===== src/design/mbhb_pkg.sv =====
`timescale 1ns / 1ps
// ----------------------------------------------------------------------------
// mbhb_pkg: shared types and constants for the byte hash bucket block
// Hash widths, the multiplier constant and the control/status bundles that
// run between the controller and the datapath.
// ----------------------------------------------------------------------------
package mbhb_pkg;

  localparam int HASH_W   = 64;
  localparam int HALF_W   = HASH_W / 2;
  localparam int COUNT_W  = 32;
  localparam int BYTE_W   = 8;
  localparam int STEP_W   = $clog2(HASH_W);

  localparam logic [HALF_W-1:0] HASH_MULT = 32'h9e37_79b1;

  // Commands from the controller to the datapath
  typedef struct packed {
    logic start_sum;     // latch hash + byte
    logic start_div;     // load divider from hash, clear hash (empty byte on last)
    logic mul_lo;        // low partial product
    logic mul_hi_hash;   // finish product into the hash
    logic mul_hi_div;    // finish product into the divider, clear hash
    logic div_step;      // one restoring-division step
    logic out_load;      // move remainder into the output register
  } mbhb_cmd_t;

  // Status from the datapath to the controller
  typedef struct packed {
    logic div_done;      // current step is the last one
    logic out_free;      // output register can take a result this cycle
  } mbhb_status_t;

endpackage


===== src/design/mbhb_ctrl.sv =====
`timescale 1ns / 1ps
// ----------------------------------------------------------------------------
// mbhb_ctrl: sequencer for the byte hash bucket block
// Steps each byte through the split multiply and each finished key through
// the bit-serial modulo, then hands the remainder to the output register.
// ----------------------------------------------------------------------------
module mbhb_ctrl (
  input  logic                  clk,
  input  logic                  rst_n,
  input  logic                  in_valid,
  input  logic                  in_present,
  input  logic                  in_last,
  output logic                  in_ready,
  input  mbhb_pkg::mbhb_status_t status,
  output mbhb_pkg::mbhb_cmd_t    cmd
);

  typedef enum logic [4:0] {
    ST_IDLE   = 5'b00001,
    ST_MUL_LO = 5'b00010,
    ST_MUL_HI = 5'b00100,
    ST_DIV    = 5'b01000,
    ST_DONE   = 5'b10000
  } state_t;

  state_t state_r, state_nxt;
  logic   last_r, last_nxt;

  assign in_ready = (state_r == ST_IDLE);

  always_comb begin
    state_nxt = state_r;
    last_nxt  = last_r;
    cmd       = '0;
    case (state_r)
      ST_IDLE: begin
        if (in_valid) begin
          if (in_present) begin
            cmd.start_sum = 1'b1;
            last_nxt      = in_last;
            state_nxt     = ST_MUL_LO;
          end else if (in_last) begin
            cmd.start_div = 1'b1;
            state_nxt     = ST_DIV;
          end
        end
      end
      ST_MUL_LO: begin
        cmd.mul_lo = 1'b1;
        state_nxt  = ST_MUL_HI;
      end
      ST_MUL_HI: begin
        if (last_r) begin
          cmd.mul_hi_div = 1'b1;
          state_nxt      = ST_DIV;
        end else begin
          cmd.mul_hi_hash = 1'b1;
          state_nxt       = ST_IDLE;
        end
      end
      ST_DIV: begin
        cmd.div_step = 1'b1;
        if (status.div_done) begin
          state_nxt = ST_DONE;
        end
      end
      ST_DONE: begin
        // hold the remainder until the output register drains
        if (status.out_free) begin
          cmd.out_load = 1'b1;
          state_nxt    = ST_IDLE;
        end
      end
      default: begin
        state_nxt = ST_IDLE;
      end
    endcase
  end

  always_ff @(posedge clk) begin
    if (!rst_n) begin
      state_r <= ST_IDLE;
      last_r  <= 1'b0;
    end else begin
      state_r <= state_nxt;
      last_r  <= last_nxt;
    end
  end

endmodule


===== src/design/mbhb_datapath.sv =====
`timescale 1ns / 1ps
// ----------------------------------------------------------------------------
// mbhb_datapath: hash, multiplier, divider and output register
// Running hash with a shared 32x32 multiplier, low half then high half, a restoring
// divider one quotient bit per cycle, and the result register.
// ----------------------------------------------------------------------------
module mbhb_datapath (
  input  logic                                clk,
  input  logic                                rst_n,
  input  logic                                cfg_wr_en,
  input  logic [mbhb_pkg::COUNT_W-1:0]        cfg_wr_data,
  input  logic [mbhb_pkg::BYTE_W-1:0]         in_byte,
  input  mbhb_pkg::mbhb_cmd_t                 cmd,
  output mbhb_pkg::mbhb_status_t              status,
  output logic                                out_valid,
  input  logic                                out_ready,
  output logic [mbhb_pkg::COUNT_W-1:0]        out_data
);

  logic [mbhb_pkg::COUNT_W-1:0]  count_r;
  logic [mbhb_pkg::HASH_W-1:0]   hash_r;
  logic [mbhb_pkg::HASH_W-1:0]   sum_r;
  logic [mbhb_pkg::HASH_W-1:0]   acc_r;
  logic [mbhb_pkg::HASH_W-1:0]   dvd_r;
  logic [mbhb_pkg::COUNT_W-1:0]  rem_r;
  logic [mbhb_pkg::STEP_W-1:0]   step_r;
  logic [mbhb_pkg::COUNT_W-1:0]  out_data_r;
  logic                          out_valid_r;

  logic [mbhb_pkg::HALF_W-1:0]   mul_opnd;
  logic [mbhb_pkg::HASH_W-1:0]   mul_prod;
  logic [mbhb_pkg::HASH_W-1:0]   prod_full;
  logic [mbhb_pkg::COUNT_W:0]    rem_sh;
  logic [mbhb_pkg::COUNT_W:0]    rem_sub;
  logic [mbhb_pkg::COUNT_W-1:0]  rem_nxt;

  // low half of the sum first, high half on the next cycle
  assign mul_opnd  = cmd.mul_lo ? sum_r[mbhb_pkg::HALF_W-1:0]
                                : sum_r[mbhb_pkg::HASH_W-1:mbhb_pkg::HALF_W];
  assign mul_prod  = {{mbhb_pkg::HALF_W{1'b0}}, mul_opnd}
                   * {{mbhb_pkg::HALF_W{1'b0}}, mbhb_pkg::HASH_MULT};
  assign prod_full = acc_r + {mul_prod[mbhb_pkg::HALF_W-1:0], {mbhb_pkg::HALF_W{1'b0}}};

  // remainder stays below the divisor, so one extra bit covers the shift
  assign rem_sh  = {rem_r, dvd_r[mbhb_pkg::HASH_W-1]};
  assign rem_sub = rem_sh - {1'b0, count_r};
  assign rem_nxt = rem_sub[mbhb_pkg::COUNT_W] ? rem_sh[mbhb_pkg::COUNT_W-1:0]
                                              : rem_sub[mbhb_pkg::COUNT_W-1:0];

  assign status.div_done = (step_r == mbhb_pkg::STEP_W'(mbhb_pkg::HASH_W - 1));
  assign status.out_free = !out_valid_r || out_ready;

  assign out_valid = out_valid_r;
  assign out_data  = out_data_r;

  always_ff @(posedge clk) begin
    if (!rst_n) begin
      count_r     <= mbhb_pkg::COUNT_W'(1);
      hash_r      <= '0;
      out_valid_r <= 1'b0;
    end else begin
      if (cfg_wr_en) begin
        count_r <= cfg_wr_data;
      end
      if (cmd.mul_hi_hash) begin
        hash_r <= prod_full;
      end else if (cmd.mul_hi_div || cmd.start_div) begin
        hash_r <= '0;
      end
      if (cmd.out_load) begin
        out_valid_r <= 1'b1;
      end else if (out_ready) begin
        out_valid_r <= 1'b0;
      end
    end
  end

  always_ff @(posedge clk) begin
    if (cmd.start_sum) begin
      sum_r <= hash_r + mbhb_pkg::HASH_W'(in_byte);
    end
    if (cmd.mul_lo) begin
      acc_r <= mul_prod;
    end
    if (cmd.mul_hi_div || cmd.start_div) begin
      dvd_r  <= cmd.mul_hi_div ? prod_full : hash_r;
      rem_r  <= '0;
      step_r <= '0;
    end else if (cmd.div_step) begin
      dvd_r  <= {dvd_r[mbhb_pkg::HASH_W-2:0], 1'b0};
      rem_r  <= rem_nxt;
      step_r <= step_r + mbhb_pkg::STEP_W'(1);
    end
    if (cmd.out_load) begin
      // a zero bucket count reads as bucket 0
      out_data_r <= (count_r == '0) ? '0 : rem_r;
    end
  end

endmodule


===== src/design/multiplicative_byte_hash_bucket.sv =====
`timescale 1ns / 1ps
// A key byte passes the add, then the low and high partial product on one 32x32
//   multiplier; in_tready stays low while the byte is in work.
// A last item also runs through the 64-step restoring divider before its result
//   shows; an empty last item skips the add and the multiply.
// Reset: hash cleared, bucket_count back to 1, output register empty.
// ----------------------------------------------------------------------------
// multiplicative_byte_hash_bucket: byte stream hash to bucket index
// Multiplicative hash over a key's bytes, reduced modulo the bucket count.
// ----------------------------------------------------------------------------
module multiplicative_byte_hash_bucket (
  input  logic                               clk,
  input  logic                               rst_n,
  input  logic                               cfg_wr_en,
  input  logic [mbhb_pkg::COUNT_W-1:0]       cfg_wr_data,   // bucket_count
  input  logic                               in_tvalid,
  output logic                               in_tready,
  input  logic [mbhb_pkg::BYTE_W-1:0]        in_tdata,      // data_byte
  input  logic                               in_tuser,      // byte_present
  input  logic                               in_tlast,      // last_byte
  output logic                               out_tvalid,
  input  logic                               out_tready,
  output logic [mbhb_pkg::COUNT_W-1:0]       out_tdata      // bucket_index
);

  mbhb_pkg::mbhb_cmd_t    cmd;
  mbhb_pkg::mbhb_status_t status;

  mbhb_ctrl u_ctrl (
    .clk        (clk),
    .rst_n      (rst_n),
    .in_valid   (in_tvalid),
    .in_present (in_tuser),
    .in_last    (in_tlast),
    .in_ready   (in_tready),
    .status     (status),
    .cmd        (cmd)
  );

  mbhb_datapath u_datapath (
    .clk         (clk),
    .rst_n       (rst_n),
    .cfg_wr_en   (cfg_wr_en),
    .cfg_wr_data (cfg_wr_data),
    .in_byte     (in_tdata),
    .cmd         (cmd),
    .status      (status),
    .out_valid   (out_tvalid),
    .out_ready   (out_tready),
    .out_data    (out_tdata)
  );

endmodule


===== config.mk =====
export PLATFORM = sky130hd
export DESIGN_NAME = multiplicative_byte_hash_bucket
export DESIGN_NICKNAME = d
export VERILOG_FILES = /design/src/design/mbhb_pkg.sv /design/src/design/mbhb_ctrl.sv /design/src/design/mbhb_datapath.sv /design/src/design/multiplicative_byte_hash_bucket.sv
export SDC_FILE = /design/constraint.sdc
export NUM_CORES = 2
export LEC_CHECK = 0
export BUFFER_PORTS_ARGS = -buffer_cell sky130_fd_sc_hd__buf_2
export CAP_MARGIN = 20
export CELL_PAD_IN_SITES_DETAIL_PLACEMENT = 0
export CELL_PAD_IN_SITES_GLOBAL_PLACEMENT = 2
export CORE_MARGIN = 4
export CORE_UTILIZATION = 45
export DETAILED_ROUTE_END_ITERATION = 7
export GPL_ROUTABILITY_DRIVEN = 0
export PLACE_DENSITY_LB_ADDON = 0.1
export RECOVER_POWER = 100
export SETUP_SLACK_MARGIN = 0.05
export SYNTH_ARGS = -nofsm -noshare
export SYNTH_HDL_FRONTEND = slang
export SYNTH_SLANG_ARGS = --single-unit

===== constraint.sdc =====
create_clock -name clk -period 30.7 [get_ports clk]
set_input_delay 6.14 -clock clk [delete_from_list [all_inputs] [get_ports clk]]
set_output_delay 6.14 -clock clk [all_outputs]
set_load 0.01 [all_outputs]

==> metrics <==
Slew Viols, Final=488; maxcap violations=9; TritonCTS clock tree=done; Mapped Area=between 0.03 and 0.04 mm^2; Hold Buf Count CTS=0; violated checks=capacitance limit, slew limit; Initial DRT Pass Iterations=5; Data arrival, critical path=~14000 ps; H-tree levels=2; met3 WL=~3.8 mm; top layer in use=met4; fin util=0.488; Worst Hold Class=register to register; number of remaining DRC errors=0; fin crit share=0.447; global-route usage over all layers=0.247; die width=between 200 and 300 um; Clock Latency Late Sink=between 500 and 600 ps; RSZ-0062 raised after global routing=no; Yosys cell types=85; Synth Area per Inst=just over 10 um^2; Setup crit end=u_datapath.acc_r[57]; adder and majority cell fraction of the synthesized area=0.394; Top FF cell, synth=edfxtp_1; dpl hpwl=90.6 mm; crit path max fanout=57; starting density of the core=0.454; met2 wire len=between 50 and 60 mm; post-synthesis xor/xnor area fraction=0.0415; achievable frequency=0.0728 GHz; fin nets=4765; post-route ant nets=0; clk sinks=roughly 370; Ys Warns=0; Post-Synthesis Net Count=roughly 4700; Simple-Gate Fraction of Synth Area=0.106; Worst Max-Slew Pin Slew=4250 ps; vias per cell=between 5 and 6; I/O Buffers=80; compound-cell area share of the yosys netlist=0.0955; CP startpoint=u_ctrl.state_r[4]; # fillers=7890; Reg clk slew, reported paths=around 60 ps; area of the multi-input gates=~0.025 mm^2; CTS root buffer=clkbuf_16; initial drt markers=1442; die area=just under 0.09 mm^2; slowest stage delay, CP=2250 ps; CP required=between 30000 and 40000 ps; Post-Route Setup TNS=0 ps; Yosys reg bits=approximately 370; Setup crit start kind=register; Max-Slew Margin vs Limit=-1.83; Seq/Total Area, Yosys=0.252; antenna violations before repair=0; Post-synth EDFFs=224; ANT cells=0; Setup Fix Bufs, Post-CTS=0; status=finished, violations left; # rows=106; fraction of registers with async set/reset=0; share of layout cells above drive strength 1=0.0408; PostCTS Resize Cnt=0; Area growth syn-to-layout=7.47%; FF-to-FF path depth=28; cell with the most instances on the worst path=fa_1; largest family of logic cells by synthesized area=adder cells; final hold violation count=0; final non-filler cell total=4960; Final Instance Area=0.0408 mm^2; Placed Cells=4888; post-layout min period=between 10000 and 15000 ps; crit path capture type=register; Register Area=0.00955 mm^2; reg2reg end=u_datapath.acc_r[57]; commonest non-fill, non-tap cell in the layout=inv_1; commonest cells after routing, fill and taps aside=717 x inv_1, 466 x ha_1, 456 x fa_1; Setup Viol. Count Final=0; mux cell area share after synthesis=0.0294; Core Box Area=approximately 0.084 mm^2; number of global-route vias before repair=28300; WL per Instance=about 22 um; CTS Buf Count=39; R2R setup slack=~17000 ps; Slowest-stage cell, CP=clkbuf_1; chip height=between 200 and 300 um; CTS max path bufs=3; Syn Inst Count=3745; first-pass GRT wire length=approximately 170 mm; total wire length=110 mm; reg2reg start=u_ctrl.state_r[4]; gr ovfl total=0; IO Count=between 80 and 90; pin count of the biggest net entering global routing=80; clk_skew=12.4 ps; Post-DP Area=just under 0.04 mm^2; via count=~27000; met1 wire length=between 40 and 50 mm; critical path class=register to register
synthesized netlist by cell type, drive strengths merged, types with 5 or more instances:
| cell type | instances | share of area |
|---|---|---|
| ha | 466 | 0.15 |
| and2 | 26 | 0.0043 |
| o31ai | 11 | 0.0022 |
| o211ai | 21 | 0.0043 |
| a32oi | 5 | 0.0012 |
| xor2 | 60 | 0.014 |
| and3 | 32 | 0.0053 |
| or3 | 8 | 0.0015 |
| a22oi | 53 | 0.010 |
| nand2 | 221 | 0.022 |
| nor2b | 133 | 0.022 |
| dfxtp | 141 | 0.074 |
| nor2 | 105 | 0.010 |
| or2 | 7 | 0.0012 |
| nand2b | 14 | 0.0023 |
| a21boi | 8 | 0.0017 |
| inv | 719 | 0.071 |
| o21a | 21 | 0.0042 |
| nand3b | 11 | 0.0022 |
| nor3 | 31 | 0.0041 |
| clkbuf | 87 | 0.0086 |
| a211oi | 23 | 0.0048 |
| fa | 456 | 0.24 |
| nand4 | 45 | 0.0074 |
| o21ai | 138 | 0.019 |
| edfxtp | 224 | 0.18 |
| mux2i | 108 | 0.028 |
| nor4 | 14 | 0.0023 |
| buf | 17 | 0.0020 |
| nand4b | 5 | 0.0012 |
| a31oi | 16 | 0.0032 |
| xnor2 | 119 | 0.027 |
| o311ai | 11 | 0.0027 |
| o21bai | 11 | 0.0022 |
| a21o | 53 | 0.010 |
| nand3 | 127 | 0.017 |
| a21oi | 142 | 0.019 |
layout make-up:
| cell class | count | share of cell area |
|---|---|---|
| Multi-Input combinational cell | 2557 | 0.620 |
| Timing Repair Buffer | 114 | 0.0140 |
| Sequential cell | 365 | 0.234 |
| Clock inverter | 11 | 0.00218 |
| Clock buffer | 60 | 0.0289 |
| Tap cell | 1134 | 0.0348 |
| Inverter | 719 | 0.0662 |
worst min path at each step:
stage	to	cells past startpoint	startpoint	slack, ps
finish	u_datapath.rem_r[11]	2	u_datapath.rem_r[11]	510
global route	u_datapath.rem_r[17]	2	u_datapath.rem_r[16]	530
CTS	u_datapath.rem_r[0]	2	u_datapath.rem_r[0]	490
detailed placement	u_datapath.rem_r[0]	2	u_datapath.rem_r[0]	480
global placement	u_datapath.rem_r[0]	2	u_datapath.rem_r[0]	470
floorplan	u_datapath.rem_r[0]	2	u_datapath.rem_r[0]	450
critical path, delay by kind of cell (launching register included):
kind,cells,cell delay [ps]
flops,1,360
simple gates,9,2240
buf+inv,5,4350
compound gates,5,2260
fa+ha+maj,9,4160
per-stage QoR:
stage	setup slack [ps]	hold slack, ps
final	16960	507
after global routing	16040	530
after CTS	19560	493
after detailed placement	19610	484
after global placement	19050	473
after floorplan	19960	454
registers in the layout, indices dropped and copies added (netlist names):
signal                flops
u_datapath.out_valid      1
u_ctrl.state_r            5
u_datapath.out_data      32
u_datapath.step_r         6
u_datapath.hash_r        64
u_datapath.dvd_r         64
u_datapath.count_r       32
u_ctrl.last_r             1
u_datapath.acc_r         64
u_datapath.sum_r         64
u_datapath.rem_r         32
metal layers:
layer	GRT usage	up-vias
li1	-	12600
met1	0.321	13400
met2	0.444	572
met3	0.0214	128
met4	0.0636	0
met5	0	-
cells by family (layout without fill, tap and decap cells):
family                   Yosys count  in the layout
AO/OA/AOI/OAI                    550            550
XOR/XNOR                         179            179
adder cells (fa/ha/maj)          923            923
buffers and inverters            823            904
flip-flops                       365            365
multiplexers                     111            111
AND/OR/NAND/NOR                  794            794
Power is left out: the tool's default activity adds up to more than one toggle a clock period on the data nets, which glitch-free logic cannot reach.
